<file path="config.mk">
export PLATFORM = sky130hd
export DESIGN_NAME = rle_row_decoder
export DESIGN_NICKNAME = d
export VERILOG_FILES = /design/src/rtl/rld_pkg.sv /design/src/rtl/rle_row_decoder.sv /design/src/rtl/rld_front.sv /design/src/rtl/rld_fifo.sv /design/src/rtl/rld_back.sv
export SDC_FILE = /design/constraint.sdc
export NUM_CORES = 1
export LEC_CHECK = 0
export BUFFER_PORTS_ARGS = -buffer_cell sky130_fd_sc_hd__clkbuf_2
export CAP_MARGIN = 10
export CORE_AREA = 2 2 123 125
export CTS_BUF_LIST = sky130_fd_sc_hd__clkbuf_8 sky130_fd_sc_hd__clkbuf_16
export DETAILED_ROUTE_END_ITERATION = 6
export DIE_AREA = 0 0 125 127
export PLACE_DENSITY = 0.82
export SLEW_MARGIN = 20
export SYNTH_ARGS = -nofsm -noshare
export SYNTH_HDL_FRONTEND = slang
export SYNTH_SLANG_ARGS = --single-unit
</file>
<file path="constraint.sdc">
create_clock -name clock -period 5.5 [get_ports clock]
set_input_delay 0.275 -clock clock [delete_from_list [all_inputs] [get_ports clock]]
set_output_delay 0.275 -clock clock [all_outputs]
set_load 0.05 [all_outputs]
</file>
<file path="src/rtl/rld_pkg.sv">
// ----------------------------------------------------------------------------
// rld_pkg
// Shared types and constants of the run-length row decoder.
// ----------------------------------------------------------------------------
package rld_pkg;

   localparam int unsigned BYTE_W     = 8;
   localparam int unsigned COUNT_W    = 7;
   localparam int unsigned POS_W      = 16;
   localparam int unsigned NCOUNT_W   = 2;
   localparam int unsigned FIFO_DEPTH = 4;
   localparam int unsigned FIFO_PTR_W = $clog2(FIFO_DEPTH);
   localparam int unsigned FIFO_CNT_W = $clog2(FIFO_DEPTH + 1);

   localparam logic [COUNT_W-1:0] COUNT_ZERO = '0;
   localparam logic [COUNT_W-1:0] COUNT_ONE  = COUNT_W'(1);
   localparam logic [POS_W-1:0]   ROW_WIDTH_RESET = POS_W'(1);

   typedef enum logic [1:0] {
      PH_CTRL = 2'd0,
      PH_LIT  = 2'd1,
      PH_REP  = 2'd2
   } phase_type;

   typedef enum logic [1:0] {
      CMD_ROW_END = 2'd0,
      CMD_LITERAL = 2'd1,
      CMD_REPEAT  = 2'd2
   } cmd_kind_type;

   typedef struct packed {
      cmd_kind_type        kind;
      logic [BYTE_W-1:0]   value;
      logic [COUNT_W-1:0]  count;
   } cmd_type;

endpackage

</file>
<file path="src/rtl/rle_row_decoder.sv">
// ----------------------------------------------------------------------------
// rle_row_decoder
// Run-length row decoder, one compressed byte per transfer.
// ----------------------------------------------------------------------------
// Usage:
//   req_*  : one compressed byte (control, literal or repeat value) per
//            transfer.
//   rsp_*  : decoded results, two pixels per transfer at most; tuser flags
//            row end and dropped pixels, tlast marks the final result of
//            one input byte.
//   csr_*  : row width write; always ready, write only while idle.
// Path: a taken byte's command is queued, then its result is registered.
// Throughput: one byte per cycle while the command queue has room; a repeat
//   byte with count c occupies the result stage for ceil(c/2) results, one
//   result per cycle unless the receiver stalls, so bytes behind it queue up (four-entry queue).
//   Control bytes with a nonzero count produce no result.
// Reset: synchronous; row position, phase and queue clear, row width = 1.
// Stall: a held rsp_tready freezes the result register; the queue absorbs
//   up to four commands before req_tready drops.
// ----------------------------------------------------------------------------
module rle_row_decoder (
   input  logic        clock,
   input  logic        reset,
   input  logic        req_tvalid,
   output logic        req_tready,
   input  logic [7:0]  req_tdata,   // [7:0] in_byte
   output logic        rsp_tvalid,
   input  logic        rsp_tready,
   output logic [23:0] rsp_tdata,   // [7:0] pixel_first, [15:8] pixel_second,
                                    // [17:16] valid_count, [23:18] zero
   output logic [1:0]  rsp_tuser,   // [0] row_done, [1] overflow
   output logic        rsp_tlast,   // last
   input  logic        csr_valid,
   output logic        csr_ready,
   input  logic [15:0] csr_data     // [15:0] row_width
);
   import rld_pkg::*;

   logic [POS_W-1:0] row_width_ff;
   cmd_type          push_cmd, head_cmd;
   logic             push, pop, empty, full;

   assign csr_ready = 1'b1;

   always_ff @(posedge clock) begin
      if (reset) begin
         row_width_ff <= ROW_WIDTH_RESET;
      end else if (csr_valid && csr_ready) begin
         row_width_ff <= csr_data;
      end
   end

   rld_front u_front (
      .clock      (clock),
      .reset      (reset),
      .req_tvalid (req_tvalid),
      .req_tready (req_tready),
      .req_tdata  (req_tdata),
      .cmd_full   (full),
      .cmd_push   (push),
      .cmd_data   (push_cmd)
   );

   rld_fifo u_fifo (
      .clock     (clock),
      .reset     (reset),
      .push      (push),
      .push_data (push_cmd),
      .pop       (pop),
      .head      (head_cmd),
      .empty     (empty),
      .full      (full)
   );

   rld_back u_back (
      .clock      (clock),
      .reset      (reset),
      .row_width  (row_width_ff),
      .head       (head_cmd),
      .empty      (empty),
      .pop        (pop),
      .rsp_tvalid (rsp_tvalid),
      .rsp_tready (rsp_tready),
      .rsp_tdata  (rsp_tdata),
      .rsp_tuser  (rsp_tuser),
      .rsp_tlast  (rsp_tlast)
   );

endmodule

</file>
<file path="src/rtl/rld_front.sv">
// ----------------------------------------------------------------------------
// rld_front
// Accepts compressed bytes, tracks the control phase and issues commands.
// ----------------------------------------------------------------------------
module rld_front (
   input  logic            clock,
   input  logic            reset,
   input  logic            req_tvalid,
   output logic            req_tready,
   input  logic [7:0]      req_tdata,   // [7:0] in_byte
   input  logic            cmd_full,
   output logic            cmd_push,
   output rld_pkg::cmd_type cmd_data
);
   import rld_pkg::*;

   phase_type            phase_ff, phase_in;
   logic [COUNT_W-1:0]   run_left_ff, run_left_in;
   logic                 accept;
   logic [COUNT_W-1:0]   count;

   assign req_tready = !cmd_full;
   assign accept     = req_tvalid && req_tready;
   assign count      = req_tdata[COUNT_W-1:0];

   always_ff @(posedge clock) begin
      if (reset) begin
         phase_ff    <= PH_CTRL;
         run_left_ff <= COUNT_ZERO;
      end else if (accept) begin
         phase_ff    <= phase_in;
         run_left_ff <= run_left_in;
      end
   end

   // next state
   always_comb begin
      phase_in    = phase_ff;
      run_left_in = run_left_ff;
      unique case (phase_ff)
         PH_LIT: begin
            run_left_in = run_left_ff - COUNT_ONE;
            phase_in    = (run_left_ff == COUNT_ONE) ? PH_CTRL : PH_LIT;
         end
         PH_REP: begin
            run_left_in = COUNT_ZERO;
            phase_in    = PH_CTRL;
         end
         default: begin
            run_left_in = count;
            if (count == COUNT_ZERO) begin
               phase_in = PH_CTRL;
            end else begin
               phase_in = req_tdata[BYTE_W-1] ? PH_LIT : PH_REP;
            end
         end
      endcase
   end

   // outputs
   always_comb begin
      cmd_push       = 1'b0;
      cmd_data.kind  = CMD_ROW_END;
      cmd_data.value = req_tdata;
      cmd_data.count = COUNT_ONE;
      unique case (phase_ff)
         PH_LIT: begin
            cmd_push      = accept;
            cmd_data.kind = CMD_LITERAL;
         end
         PH_REP: begin
            cmd_push       = accept;
            cmd_data.kind  = CMD_REPEAT;
            cmd_data.count = run_left_ff;
         end
         default: begin
            cmd_push = accept && (count == COUNT_ZERO);
         end
      endcase
   end

endmodule

</file>
<file path="src/rtl/rld_fifo.sv">
// ----------------------------------------------------------------------------
// rld_fifo
// Short command queue between the front and back sections.
// ----------------------------------------------------------------------------
module rld_fifo (
   input  logic             clock,
   input  logic             reset,
   input  logic             push,
   input  rld_pkg::cmd_type push_data,
   input  logic             pop,
   output rld_pkg::cmd_type head,
   output logic             empty,
   output logic             full
);
   import rld_pkg::*;

   cmd_type                 entry_ff [FIFO_DEPTH];
   logic [FIFO_PTR_W-1:0]   wr_ptr_ff, rd_ptr_ff;
   logic [FIFO_CNT_W-1:0]   fill_ff;
   logic                    do_push, do_pop;

   assign empty   = (fill_ff == FIFO_CNT_W'(0));
   assign full    = (fill_ff == FIFO_CNT_W'(FIFO_DEPTH));
   assign do_push = push && !full;
   assign do_pop  = pop && !empty;
   assign head    = entry_ff[rd_ptr_ff];

   always_ff @(posedge clock) begin
      if (do_push) begin
         entry_ff[wr_ptr_ff] <= push_data;
      end
   end

   always_ff @(posedge clock) begin
      if (reset) begin
         wr_ptr_ff <= '0;
         rd_ptr_ff <= '0;
         fill_ff   <= '0;
      end else begin
         if (do_push) begin
            wr_ptr_ff <= wr_ptr_ff + FIFO_PTR_W'(1);
         end
         if (do_pop) begin
            rd_ptr_ff <= rd_ptr_ff + FIFO_PTR_W'(1);
         end
         if (do_push && !do_pop) begin
            fill_ff <= fill_ff + FIFO_CNT_W'(1);
         end else if (do_pop && !do_push) begin
            fill_ff <= fill_ff - FIFO_CNT_W'(1);
         end
      end
   end

endmodule

</file>
<file path="src/rtl/rld_back.sv">
// ----------------------------------------------------------------------------
// rld_back
// Executes commands: places pixels in the row, packs them up to two per result.
// ----------------------------------------------------------------------------
module rld_back (
   input  logic                     clock,
   input  logic                     reset,
   input  logic [rld_pkg::POS_W-1:0] row_width,
   input  rld_pkg::cmd_type         head,
   input  logic                     empty,
   output logic                     pop,
   output logic                     rsp_tvalid,
   input  logic                     rsp_tready,
   output logic [23:0]              rsp_tdata,  // [7:0] pixel_first, [15:8] pixel_second,
                                                // [17:16] valid_count, [23:18] zero
   output logic [1:0]               rsp_tuser,  // [0] row_done, [1] overflow
   output logic                     rsp_tlast   // last
);
   import rld_pkg::*;

   logic                  active_ff, active_in;
   cmd_type               work_ff, work_in;
   logic [POS_W-1:0]      row_pos_ff, row_pos_in;

   logic                  out_valid_ff;
   logic [BYTE_W-1:0]     out_first_ff, out_first_in;
   logic [BYTE_W-1:0]     out_second_ff, out_second_in;
   logic [NCOUNT_W-1:0]   out_n_ff, out_n_in;
   logic                  out_done_ff, out_done_in;
   logic                  out_ovf_ff, out_ovf_in;
   logic                  out_last_ff, out_last_in;

   cmd_type               cur;
   logic                  slot_free, emit;
   logic                  want_two, keep0, keep1;
   logic [COUNT_W-1:0]    remain;

   assign cur       = active_ff ? work_ff : head;
   assign slot_free = !out_valid_ff || rsp_tready;
   assign emit      = slot_free && (active_ff || !empty);
   assign pop       = emit && !active_ff;

   assign want_two = (cur.kind == CMD_REPEAT) && (cur.count >= COUNT_W'(2));
   assign keep0    = (row_pos_ff < row_width);
   assign keep1    = want_two && keep0
                     && (({1'b0, row_pos_ff} + (POS_W+1)'(1)) < {1'b0, row_width});
   assign remain   = cur.count - (want_two ? COUNT_W'(2) : COUNT_ONE);

   always_comb begin
      out_first_in  = '0;
      out_second_in = '0;
      out_n_in      = '0;
      out_done_in   = 1'b0;
      out_ovf_in    = 1'b0;
      out_last_in   = 1'b1;
      row_pos_in    = row_pos_ff;
      active_in     = 1'b0;
      work_in       = cur;
      unique case (cur.kind)
         CMD_ROW_END: begin
            out_done_in = 1'b1;
            row_pos_in  = '0;
         end
         CMD_LITERAL, CMD_REPEAT: begin
            out_n_in      = NCOUNT_W'(keep0) + NCOUNT_W'(keep1);
            out_first_in  = keep0 ? cur.value : '0;
            out_second_in = keep1 ? cur.value : '0;
            out_ovf_in    = !keep0 || (want_two && !keep1);
            out_last_in   = (remain == COUNT_ZERO);
            row_pos_in    = row_pos_ff + POS_W'(keep0) + POS_W'(keep1);
            active_in     = (remain != COUNT_ZERO);
            work_in.count = remain;
         end
         default: begin
            out_done_in = 1'b1;
            row_pos_in  = '0;
         end
      endcase
   end

   always_ff @(posedge clock) begin
      if (reset) begin
         active_ff    <= 1'b0;
         row_pos_ff   <= '0;
         out_valid_ff <= 1'b0;
      end else begin
         if (emit) begin
            active_ff  <= active_in;
            row_pos_ff <= row_pos_in;
         end
         if (slot_free) begin
            out_valid_ff <= emit;
         end
      end
   end

   always_ff @(posedge clock) begin
      if (emit) begin
         work_ff       <= work_in;
         out_first_ff  <= out_first_in;
         out_second_ff <= out_second_in;
         out_n_ff      <= out_n_in;
         out_done_ff   <= out_done_in;
         out_ovf_ff    <= out_ovf_in;
         out_last_ff   <= out_last_in;
      end
   end

   assign rsp_tvalid = out_valid_ff;
   assign rsp_tdata  = {6'b0, out_n_ff, out_second_ff, out_first_ff};
   assign rsp_tuser  = {out_ovf_ff, out_done_ff};
   assign rsp_tlast  = out_last_ff;

endmodule

</file>
After elaboration in Yosys (flattened, before gate mapping)

Memory sizes are Yosys's and may differ from the RTL's. A register that Yosys moved wholly into a read port is not among the register bits.
Index checks and enable logic that the tools add are counted.

$mul: 0
Bitwise gates (word level): 0
Shift-type cells: 0
Equal/unequal tests: 6
Reductions and logical operators: 32
$lt $le $gt $ge: 3
Add/subtract/negate cells: 10
Muxes and demuxes: 20
Div/mod/pow operators: 0

Operator list:

| cell                                                                  | number |
|---|---|
| 16-bit by 1-bit adder with 16-bit output                              | 2 |
| 16-bit by 1-bit adder with 17-bit output, second input constant       | 1 |
| 17-bit by 16-bit less-than comparator with 1-bit output               | 1 |
| 17-bit two-way mux                                                    | 1 |
| 16-bit less-than comparator                                           | 1 |
| 16-bit two-way mux                                                    | 1 |
| 7-bit logical NOT                                                     | 2 |
| 7-bit two-way mux                                                     | 2 |
| 7-bit one-hot mux with 2 select lines                                 | 1 |
| 1-bit logical AND                                                     | 12 |
| 2-bit two-way mux                                                     | 5 |
| 1-bit logical NOT                                                     | 8 |
| 2-bit one-hot mux with 2 select lines                                 | 2 |
| 7-bit by 1-bit equality test with 1-bit output, second input constant | 1 |
| 7-bit by 2-bit >= comparator with 1-bit output, second input constant | 1 |
| 7-bit nonzero test                                                    | 1 |
| 7-bit by 1-bit subtractor with 7-bit output, second input constant    | 1 |
| 7-bit subtractor                                                      | 1 |
| 1-bit two-way mux                                                     | 6 |
| 3-bit two-way mux                                                     | 2 |
| 2-bit by 1-bit adder with 2-bit output, second input constant         | 2 |
| 2-bit by 1-bit equality test with 1-bit output, second input constant | 2 |
| 2-bit equality test, second input constant                            | 2 |
| 2-bit AND reduction                                                   | 2 |
| other kinds (8)                                                       | 11 |

Word-level logic and storage cells: 90
Bits in writable memories: 68
Latch bits: 0
Output and inout port bits: 30
Memories kept: 1
Input port bits: 29
Bits in read-only memories: 0
Bits in registers: 88

Memories:

| memory          | depth | width | rd ports | clocked after memory_dff | wr ports | RTL line       | text |
|---|---|---|---|---|---|---|---|
| u_fifo.entry_ff | 4     | 17    | 1        | 1                        | 1        | rld_fifo.sv:17 | `cmd_type entry_ff [FIFO_DEPTH];` |

Longest topological paths before layout

Gate-level depths: netlist of the first run.

Word-level depth: 10
Mapped depth: 19
Depth with buffers taken out: 18

Modules after synthesis

From an unflattened synthesis of the first run, not the netlist that was laid out.

Cells, all modules: 651
Area total of the unflattened synthesis: 7,953.9 sq um

Modules (own cells, without submodules):

| module          | instances | area each (sq um) | cells an instance |
|---|---|---|---|
| rld_back        | 1         | 3,681.0           | 369 |
| rld_fifo        | 1         | 2,936.6           | 137 |
| rld_front       | 1         | 743.2             | 91 |
| rle_row_decoder | 1         | 593.1             | 54 |

Worst setup path after synthesis of the first run

Ideal clock, no wire load.

Path kind: register -> register
Start point: register u_back.row_pos_ff[2]
End point: register u_back.row_pos_ff[15]
Period minus slack after synthesis: 4.197 ns
Cell stages (with the launch flop): 18
Arrival time: 4.127 ns
Required time: 5.430 ns
Path slack: 1.303 ns
Library setup time: 0.070 ns
Cells stage by stage: dfxtp_1 -> clkbuf_1 -> nand3_1 -> nor4_1 -> nand2_1 -> xnor2_1 -> ha_1 -> a211o_1 -> a21oi_1 -> o21bai_1 -> nor4_1 -> and3_1 -> fa_1 -> nand3_1 -> nor4_2 -> nand2_1 -> or3_1 -> a21oi_1

Word-level cells in the longest chain between the ends: 5
Elaborated cells on any way between the ends: 8

Ends and longest elaborated chain:

| element                                                                                             | RTL line                       | text |
|---|---|---|
| start, declared                                                                                     | rld_back.sv:23                 | `logic [POS_W-1:0] row_pos_ff, row_pos_in;` |
| start signal, assigned                                                                              | rld_back.sv:89                 | `row_pos_ff <= row_pos_in;` |
| 16-bit by 1-bit adder with 17-bit output / 16-bit less-than comparator (equally long branches)      | rld_back.sv:46, rld_back.sv:44 |  |
| 17-bit by 16-bit less-than comparator with 1-bit output / 1-bit logical AND (equally long branches) | rld_back.sv:46, rld_back.sv:45 |  |
| 1-bit logical AND                                                                                   | rld_back.sv:46                 | `&& (({1'b0, row_pos_ff} + (POS_W+1)'(1)) < {1'b0, row_width});` |
| 16-bit by 1-bit adder with 16-bit output (*)                                                        | rld_back.sv:70                 | `row_pos_in = row_pos_ff + POS_W'(keep0) + POS_W'(keep1);` |
| 16-bit two-way mux (*)                                                                              | rld_back.sv:59                 | `unique case (cur.kind)` |

Mark *: on every way between the ends. The rest lies on a longest branch, timed or not.
A chain may end at the register's enable or synchronous reset.

Final worst setup path of the first run

Start point: register u_back.row_pos_ff[0]
End point: register u_back.row_pos_ff[15]

The elaborated chain is that of the path after synthesis.

==> metrics.md, run 1 <==
| Metric | Value |
|---|---|
| ANT cells | `0` |
| H-tree depth | `4` |
| Die width | `125 um` |
| Largest net degree at the start of global routing | `37` |
| CTS buffer count | `17` |
| Row cnt | `44` |
| CTS Root Cell | `clkbuf_16` |
| Max Slew Vio Count | `0` |
| Critical Path RT | `5860 ps` |
| Gr usage total | `21.0%` |
| Seq/Total Area, Yosys | `53.6%` |
| Slowest-stage cell, CP | `nor4_1` |
| Drt initial violations | `568` |
| Drt wl/cell | `18.0 um` |
| Util after Layout | `60.8%` |
| Top-Level Pins | `59` |
| Via density | `5.81` |
| Critical Path Fanout Max | `8` |
| Clock Latency Late Sink | `430 ps` |
| # DRC | `0` |
| Most used cell, CP | `nand2_1` |
| Hold_ws | `73.3 ps` |
| Starting Density | `54.6%` |
| TritonCTS clock tree | `done` |
| Clk_skew | `12.8 ps` |
| Hpwl dp | `11.2 mm` |
| Period utilization | `90.7%` |
| Worst-Margin Slew | `988 ps` |
| Netlist cell types | `61` |
| Worst-case clock buffer depth | `2` |
| Yosys reg bits | `158` |
| CP Launch Type | `flip-flop` |
| Placed Area | `8220 um2` |
| Met1 WL | `6.86 mm` |
| DRT Wirelength | `16.3 mm` |
| Final Hold Viols | `0` |
| Primary FF master, synth | `edfxtp_1` |
| Final setup violation count | `0` |
| Routed wl met2 | `7.88 mm` |
| Syn_area_per_cell | `11.8 um2` |
| F_max | `200 MHz` |
| IO Port Bufs | `51` |
| CP cell instances | `ha_1, nand2_1, nor4_2, nand2_1, xnor2_1, ha_1, a211o_1, a21oi_1, o21bai_1, nor4_1, and3_1, fa_1, nand3_1, nor4_2, nand2_1, or3_1, a21oi_1` |
| Aggregate global routing overflow | `0` |
| Layout cells sized above 1 | `16.5%` |
| Worst hold path type | `in2reg` |
| Post-synth ARST share | `0%` |
| Fin nets | `787` |
| # clock sinks | `158` |
| Antenna Nets Post-Route | `0` |
| WL met3 | `1.24 mm` |
| DRT Pass-1 Iters | `5` |
| Layout area overhead | `11.3%` |
| Post-Syn Area | `7880 um2` |
| Leak pwr | `3.37 nW` |
| WP buf/inv | `0` |
| First-pass GRT wire length | `26.3 mm` |
| Vias | `5,261` |
| RSZ-0062 raised after global routing | `no` |
| Die ar. | `15,900 um2` |
| Fillers | `1,105` |
| Setup TNS | `0 ps` |
| PwrDens | `532 nW/um2` |
| Period minus WS final | `4990 ps` |
| Kind of cell adding the most delay to the critical path | `simple AND/OR/NAND/NOR gates` |
| Worst VDD drop | `0.313 mV` |
| Number of synthesized flops with an enable pin | `106` |
| Yosys top cell by area | `edfxtp_1` |
| Max_cap viols | `0` |
| Outcome | `complete, no violations` |
| Initial antenna violation count | `0` |
| Worst EP arrival | `5350 ps` |
| Fin cells | `906` |
| Crit Path Category | `reg2reg` |
| Syn. warnings | `0` |
| Post-route cell area | `8770 um2` |
| GP Congestion | `0.909` |
| Total core area | `14,400 um2` |
| Slew Limit Headroom | `34.0%` |
| Ranking of synthesized cells by area | `edfxtp_1 (40%), dfxtp_1 (13%), ha_1 (7.3%), mux2i_1 (4.6%), mux4_2 (3.7%)` |
| Chip Height | `127 um` |
| Hold Buf Count CTS | `0` |
| Setup crit end kind | `flip-flop` |
| Max stage delay on crit path | `610 ps` |
| Max layer used | `met4` |
| Vias in the first global route | `5,269` |
| DP Cell Count | `874` |
| Post-synth top area share | `40.4%` |
| Clk pin slew, worst setup/hold paths | `70 ps` |
| Synth Instances | `666` |
## state kept, by name, summed over array words and instances (netlist names), 2 cells and up, named ones only
register and cells:
row_width_ff 16, u_back.out_first_ff 8, u_back.out_n_ff 2, u_back.out_second_ff 8, u_back.row_pos_ff 16, u_back.work_ff 17, u_fifo.entry_ff 68, u_fifo.fill_ff 3
u_fifo.rd_ptr_ff 2, u_fifo.wr_ptr_ff 2, u_front.phase_ff 2, u_front.run_left_ff 7
## worst paths after layout
path                                            from                     to  slack (ps)  depth (start not counted)
worst min register to register       row_width_ff[8]        row_width_ff[8]         500                          2
worst max-delay path            u_back.row_pos_ff[0]  u_back.row_pos_ff[15]         510                         17
worst max register to register  u_back.row_pos_ff[0]  u_back.row_pos_ff[15]         510                         17
worst min-delay path                     csr_data[0]        row_width_ff[0]          70                          2
## per-layer routing
metal	up-vias	global-route usage [%]
met4	0	8.04
met1	2526	27.4
met3	37	4.77
met2	232	34.5
met5	-	0
li1	2466	-
## cell usage after synthesis, drive strengths merged (3+ instances only)
library cell  count
a31oi             3
and4              3
mux4             13
nor2             81
mux2              3
a21oi            29
o21ai            16
a221oi            3
nor4              5
nand3            12
xor2             19
fa                3
edfxtp          106
or2               3
nand2            34
a32oi             3
mux2i            38
nor2b            10
dfxtp            52
and2             12
clkbuf           16
a21o              7
a211oi           10
nand2b            9
buf              19
nand4             8
xnor2            20
or3               3
ha               46
inv              42
a211o             3
nor3             13
## cells in the final DEF, fill, tap and decap left out, types with 4 or more instances in the layout
cell type / n
a211oi_1: 9
a21o_1: 7
a21oi_1: 29
and2_1: 12
clkbuf_16: 17
clkbuf_2: 51
clkinv_4: 4
conb_1: 7
dfxtp_1: 52
edfxtp_1: 106
ha_1: 46
inv_1: 45
inv_6: 5
mux2i_1: 36
mux4_2: 13
nand2_1: 34
nand2b_1: 9
nand3_1: 12
nand4_1: 8
nor2_1: 72
nor2_2: 8
nor2b_1: 10
nor3_1: 13
o21ai_0: 14
xnor2_1: 20
xor2_1: 19
## area by class of cell
class | instances | area [um2] | area share [%]
flip-flops and latches | 158 | 4220 | 48.2
multi-input cells | 436 | 3340 | 38.1
clock buffers | 17 | 425 | 4.85
repair buffers | 54 | 278 | 3.17
well taps | 184 | 230 | 2.63
inverters | 42 | 158 | 1.80
clock inverters | 15 | 114 | 1.30
## power by group
part | leakage [nW] | internal, W | switching, W
clock network | 0.275 | 0.000583 | 0.000496
logic | 1.66 | 0.000600 | 0.00120
registers | 1.43 | 0.00163 | 0.000165
## cell families (layout without fill, tap and decap cells)
| kind of cell | count (synthesis) | count (layout) | synth area share (%) |
|---|---|---|---|
| adder cells (fa/ha/maj) | 49 | 49 | 8.07 |
| other | 2 | 7 | 0.0953 |
| AND/OR/NAND/NOR | 200 | 200 | 12.8 |
| flip-flops | 158 | 158 | 53.6 |
| multiplexers | 54 | 54 | 9.29 |
| AO/OA/AOI/OAI | 87 | 87 | 7.35 |
| buffers and inverters | 77 | 128 | 4.45 |
| XOR/XNOR | 39 | 39 | 4.34 |
## stage by stage
stage / setup slack (ps) / power [W]
floorplan: 1300 / 0.00318
global placement: 798 / 0.00349
detailed placement: 452 / 0.00358
CTS: 388 / 0.00467
global route: 119 / 0.00489
finish: 512 / 0.00467
## what timing repair did
action,4_1_cts,5_1_grt
endpoints found under the setup margin,0,1
gates resized for setup,0,1
buffers inserted,0,0
(Power assumes the default switching activity.)
==> run 2, diff against run 1 <==
Settings changed: ABC_AREA set to 1, CORE_AREA 2 2 123 125 to 2 2 130 119, DIE_AREA 0 0 125 127 to 0 0 132 121, SLEW_MARGIN 20 to unset.
==> metrics.md, run 2 <==
| Metric | Value |
|---|---|
| Total core area | `14,600 um2` |
| PostCTS Resize Cnt | `0` |
| Clock Latency Late Sink | `420 ps` |
| Slew Limit Headroom | `33.7%` |
| Netlist cell types | `46` |
| Outcome | `complete, no violations` |
| Worst-case clock buffer depth | `2` |
| Crit Path Category | `reg2reg` |
| Fin nets | `959` |
| Storage cell area | `4220 um2` |
| GP Congestion | `0.968` |
| RR Startpoint | `u_back.row_pos_ff[1]` |
| Post-synth top area share | `40.2%` |
| Syn. warnings | `0` |
| Row cnt | `42` |
| PwrDens | `539 nW/um2` |
| Clk_skew | `6.32 ps` |
| Vias in the first global route | `5,328` |
| Chip Height | `121 um` |
| Post-CTS Setup Bufs | `0` |
| Antenna Nets Post-Route | `0` |
| Post-Syn Area | `7930 um2` |
| Drt wl/cell | `14.7 um` |
| Die ar. | `16,000 um2` |
| Die width | `132 um` |
| IO Port Bufs | `51` |
| Setup TNS | `0 ps` |
| Number of synthesized flops with an enable pin | `106` |
| Aggregate global routing overflow | `0` |
| Layout cells sized above 1 | `14.5%` |
| RSZ-0062 raised after global routing | `no` |
| Leak pwr | `3.78 nW` |
| Period utilization | `76.0%` |
| Placed Area | `8290 um2` |
| Hpwl dp | `11.0 mm` |
| Final worst setup slack | `1320 ps` |
| Clk pin slew, worst setup/hold paths | `60 ps` |
| Top-Level Pins | `59` |
| Max Slew Vio Count | `0` |
| Starting Density | `54.5%` |
| Synth Instances | `835` |
| Drt initial violations | `562` |
| # clock sinks | `158` |
| Max reg flops | `68` |
| Vias | `5,855` |
| Syn_area_per_cell | `9.49 um2` |
| Leading cell type in the layout, fill and taps excluded | `nand2_1` |
| Commonest cells in the netlist | `nand2_1 (118), inv_1 (113), edfxtp_1 (106)` |
| # DRC | `0` |
| Critical Path Fanout Max | `5` |
| Ranking of synthesized cells by area | `edfxtp_1 (40%), dfxtp_1 (13%), ha_1 (7.3%), nand2_1 (5.6%), inv_1 (5.4%)` |
| Worst hold path type | `in2reg` |
| Most frequent cells in the layout | `nand2_1 (118), inv_1 (116), edfxtp_1 (106)` |
| Largest registers | `u_fifo.entry_ff: 68 flops, u_back.work_ff: 17 flops` |
| Setup crit end kind | `flip-flop` |
| Fillers | `1,184` |
| Util after Layout | `60.7%` |
| Largest Register | `u_fifo.entry_ff` |
| Period minus WS final | `4180 ps` |
| Fin cells | `1,092` |
| Area of the multi-input gates | `3090 um2` |
| Largest net degree at the start of global routing | `43` |
| F_max | `239 MHz` |
| Worst EP arrival | `4470 ps` |
| Yosys top cell by area | `edfxtp_1` |
| Initial antenna violation count | `0` |
| DP Cell Count | `1,060` |
| Worst VDD drop | `0.296 mV` |
| H-tree depth | `4` |
| Post-route cell area | `8840 um2` |
| Seq/Total Area, Yosys | `53.3%` |
| CTS buffer count | `17` |
| Worst setup path start | `u_back.row_pos_ff[1]` |
| DRT Wirelength | `16.1 mm` |
| Worst-Margin Slew | `993 ps` |
| CP Launch Type | `flip-flop` |
| DP Worst Slack | `1400 ps` |
| ANT cells | `0` |
| Hold Buf Count CTS | `0` |
| Critical Path RT | `5790 ps` |
| Hold Crit Start | `csr_data[0]` |
| Via density | `5.36` |
| Most frequent cell after synthesis | `nand2_1` |
| Gr usage total | `20.9%` |
| Layout area overhead | `11.5%` |
| CTS Root Cell | `clkbuf_16` |
| Post-synth ARST share | `0%` |
| Final setup violation count | `0` |
| TritonCTS clock tree | `done` |
| Primary FF master, synth | `edfxtp_1` |
| DRT Pass-1 Iters | `5` |
| First-pass GRT wire length | `26.0 mm` |
| Final Hold Viols | `0` |
| Yosys reg bits | `158` |
| Max_cap viols | `0` |
-- run 2: worst paths after layout --
path	end	slack, ps	cells after the start
setup / recovery	u_back.row_pos_ff[14]	1320	25
hold / removal	row_width_ff[0]	70	3
setup reg to reg	u_back.row_pos_ff[14]	1320	25
hold reg to reg	flip-flop	470	2
-- run 2: logic make-up after synthesis --
| logic type | after synthesis | synth area share, % |
|---|---|---|
| multiplexers | 1 | 0.126 |
| AO/OA/AOI/OAI | 178 | 12.5 |
| adder cells (fa/ha/maj) | 49 | 8.02 |
| AND/OR/NAND/NOR | 279 | 16.1 |
| XOR/XNOR | 16 | 1.77 |
| other | 2 | 0.0947 |
| flip-flops | 158 | 53.3 |
| buffers and inverters | 152 | 8.10 |
-- run 2: cell type report --
cell class / instances / area share (%)
inverter: 121 / 5.20
clock inverter: 15 / 1.36
tap: 198 / 2.80
multi-input combinational: 530 / 35.0
sequential: 158 / 47.8
clock buffer: 17 / 4.81
timing repair buffer: 53 / 3.06
-- run 2: critical path: stages (launching register included) --
cell	delay (ps)
dfxtp_1	400
ha_1	240
inv_1	90
nor2_4	150
nand2_4	80
nor2_1	200
nand2_1	100
xor2_1	150
inv_1	60
ha_1	300
nand2_1	70
nor2_1	40
a211oi_1	160
nor2_1	80
nor2_2	110
nand3_2	120
nor3_1	340
fa_1	280
ha_1	160
nand2_1	80
nor2_2	210
nand2_2	120
nor2_4	150
inv_1	80
nor4_1	190
nor3_1	70
-- run 2: through the flow --
stage,total power (W),hold WS (ps)
floorplan,0.00328,374
global placement,0.00364,457
detailed placement,0.00369,463
CTS,0.00478,63.9
global route,0.00508,87.6
finish,0.00477,70.2
-- run 2: where the power goes --
part           internal [W]  leakage [nW]  switching, W  total (W)
logic              0.000527          2.04       0.00144    0.00197
clock network      0.000619         0.281      0.000459    0.00108
registers           0.00164          1.46     0.0000805    0.00172
total               0.00279          3.78       0.00198    0.00477
-- run 2: routing by layer --
| layer | up-vias | GRT usage (%) | wire length [um] |
|---|---|---|---|
| met5 | - | 0 | 0 |
| met4 | 0 | 6.93 | 188 |
| met3 | 15 | 4.47 | 1140 |
| met2 | 211 | 32.8 | 7540 |
| met1 | 2721 | 29.0 | 7220 |
| li1 | 2908 | - | - |
==> run 3, diff against run 2 <==
Settings changed: ABC_AREA 1 to 0.
Clock period 5.5 ns to 4 ns, I/O delays scaled along.
==> metrics.md, run 3 (synthesized netlist as in run 1, its figures left out) <==
| Metric | Value |
|---|---|
| Outcome | `complete, no violations` |
| Setup TNS | `0 ps` |
| Fin nets | `809` |
| F_max | `257 MHz` |
| H-tree depth | `4` |
| Crit Path Category | `reg2reg` |
| Largest net degree at the start of global routing | `46` |
| Top-Level Pins | `59` |
| Drt initial violations | `497` |
| First-pass GRT wire length | `26.6 mm` |
| Area of the multi-input gates | `3440 um2` |
| Slew Limit Headroom | `16.6%` |
| Worst hold path type | `in2reg` |
| DRT Wirelength | `16.7 mm` |
| Worst setup path start | `u_back.row_pos_ff[3]` |
| Via density | `5.68` |
| Layout area overhead | `15.6%` |
| Worst-case clock buffer depth | `2` |
| Period utilization | `97.4%` |
| CP Launch Type | `flip-flop` |
| Initial antenna violation count | `0` |
| Die width | `132 um` |
| Worst EP arrival | `4250 ps` |
| Storage cell area | `4240 um2` |
| Period minus WS final | `3900 ps` |
| Vias in the first global route | `5,166` |
| Clk_skew | `7.39 ps` |
| Largest registers | `u_fifo.entry_ff: 68 flops, u_back.work_ff: 17 flops` |
| Chip Height | `121 um` |
| Hold Crit Start | `csr_data[8]` |
| Aggregate global routing overflow | `0` |
| Fin cells | `942` |
| DRT Pass-1 Iters | `5` |
| CTS Root Cell | `clkbuf_16` |
| Final worst setup slack | `102 ps` |
| Row cnt | `42` |
| Most frequent cells in the layout | `edfxtp_1 (106), nor2_1 (70), clkbuf_2 (51)` |
| DP Worst Slack | `27.7 ps` |
| GP Congestion | `0.908` |
| CTS buffer count | `17` |
| Leading cell type in the layout, fill and taps excluded | `edfxtp_1` |
| Leak pwr | `3.51 nW` |
| Pwr Total | `0.00658 W` |
| RR Startpoint | `u_back.row_pos_ff[3]` |
| Hpwl dp | `11.5 mm` |
| Starting Density | `54.1%` |
| PwrDens | `722 nW/um2` |
| # DRC | `0` |
| Clk pin slew, worst setup/hold paths | `60 ps` |
| IO Port Bufs | `51` |
| Vias | `5,351` |
| Critical Path RT | `4350 ps` |
| Fillers | `1,081` |
| # clock sinks | `158` |
| Critical Path Fanout Max | `4` |
| Max reg flops | `68` |
| Drt wl/cell | `17.8 um` |
| TritonCTS clock tree | `done` |
| Worst VDD drop | `0.544 mV` |
| Worst-Margin Slew | `1250 ps` |
| Largest Register | `u_fifo.entry_ff` |
| ANT cells | `0` |
| Antenna Nets Post-Route | `0` |
| Setup crit end kind | `flip-flop` |
| Final setup violation count | `0` |
| Final Hold Viols | `0` |
| Util after Layout | `62.6%` |
| Gr usage total | `21.5%` |
| Max_cap viols | `0` |
| Max Slew Vio Count | `0` |
| Layout cells sized above 1 | `21.8%` |
| Total core area | `14,600 um2` |
| Clock Latency Late Sink | `420 ps` |
| Die ar. | `16,000 um2` |
| DP Cell Count | `907` |
run 3: what timing repair did:
action / CTS / global route
hold buffers: 2 / 0
hold endpoints to repair: 2 / 0
endpoints found under the setup margin: 1 / 13
cloned: 0 / 0
pin swaps: 0 / 8
setup buffers: 0 / 1
resized for setup: 1 / 29
run 3: per-layer routing:
| layer | GRT usage [%] | vias up | wire, um |
|---|---|---|---|
| li1 | - | 2506 | - |
| met1 | 29.1 | 2609 | 7330 |
| met5 | 0 | - | 0 |
| met4 | 6.18 | 0 | 254 |
| met3 | 4.93 | 20 | 1110 |
| met2 | 35.0 | 216 | 8050 |
run 3: power by group:
group          total (W)  internal, W  leakage (nW)  switching, W
registers        0.00242      0.00224          1.44      0.000179
clock network    0.00157     0.000915         0.271      0.000651
logic            0.00259     0.000881          1.81       0.00171
run 3: final timing paths:
path / end / slack, ps / cells after the start
max: u_back.row_pos_ff[15] / 100 / 16
min: row_width_ff[8] / 10 / 3
max reg2reg: u_back.row_pos_ff[15] / 100 / 16
min reg2reg: row_width_ff[8] / 490 / 2
run 3: final cells by class:
| class | instances | share of cell area (%) |
|---|---|---|
| clock inverters | 15 | 1.62 |
| repair buffers | 76 | 4.96 |
| well taps | 198 | 2.72 |
| flip-flops and latches | 158 | 46.5 |
| clock buffers | 17 | 4.67 |
| multi-input cells | 436 | 37.8 |
| inverters | 42 | 1.73 |
run 3: critical path, cell delays in order, from the launching register on:
cell and delay [ps]:
dfxtp_1 410, nand3_2 140, nor4_4 360, nand2_1 140, xnor2_2 150, ha_1 310, o21a_1 130, o211ai_1 270
a211oi_1 110, nor4_2 370, and3_4 260, fa_2 240, nand3_1 140, nor4_4 220, nand2_2 130, or3_1 320
a21oi_1 140
run 3: per-stage QoR:
step | hold slack, ps | cell area, um2
after floorplan | 299 | 7920
after global placement | 411 | 8400
after detailed placement | 420 | 8400
after CTS | 3.94 | 9000
after global routing | 19.2 | 9110
final | 14.8 | 9110
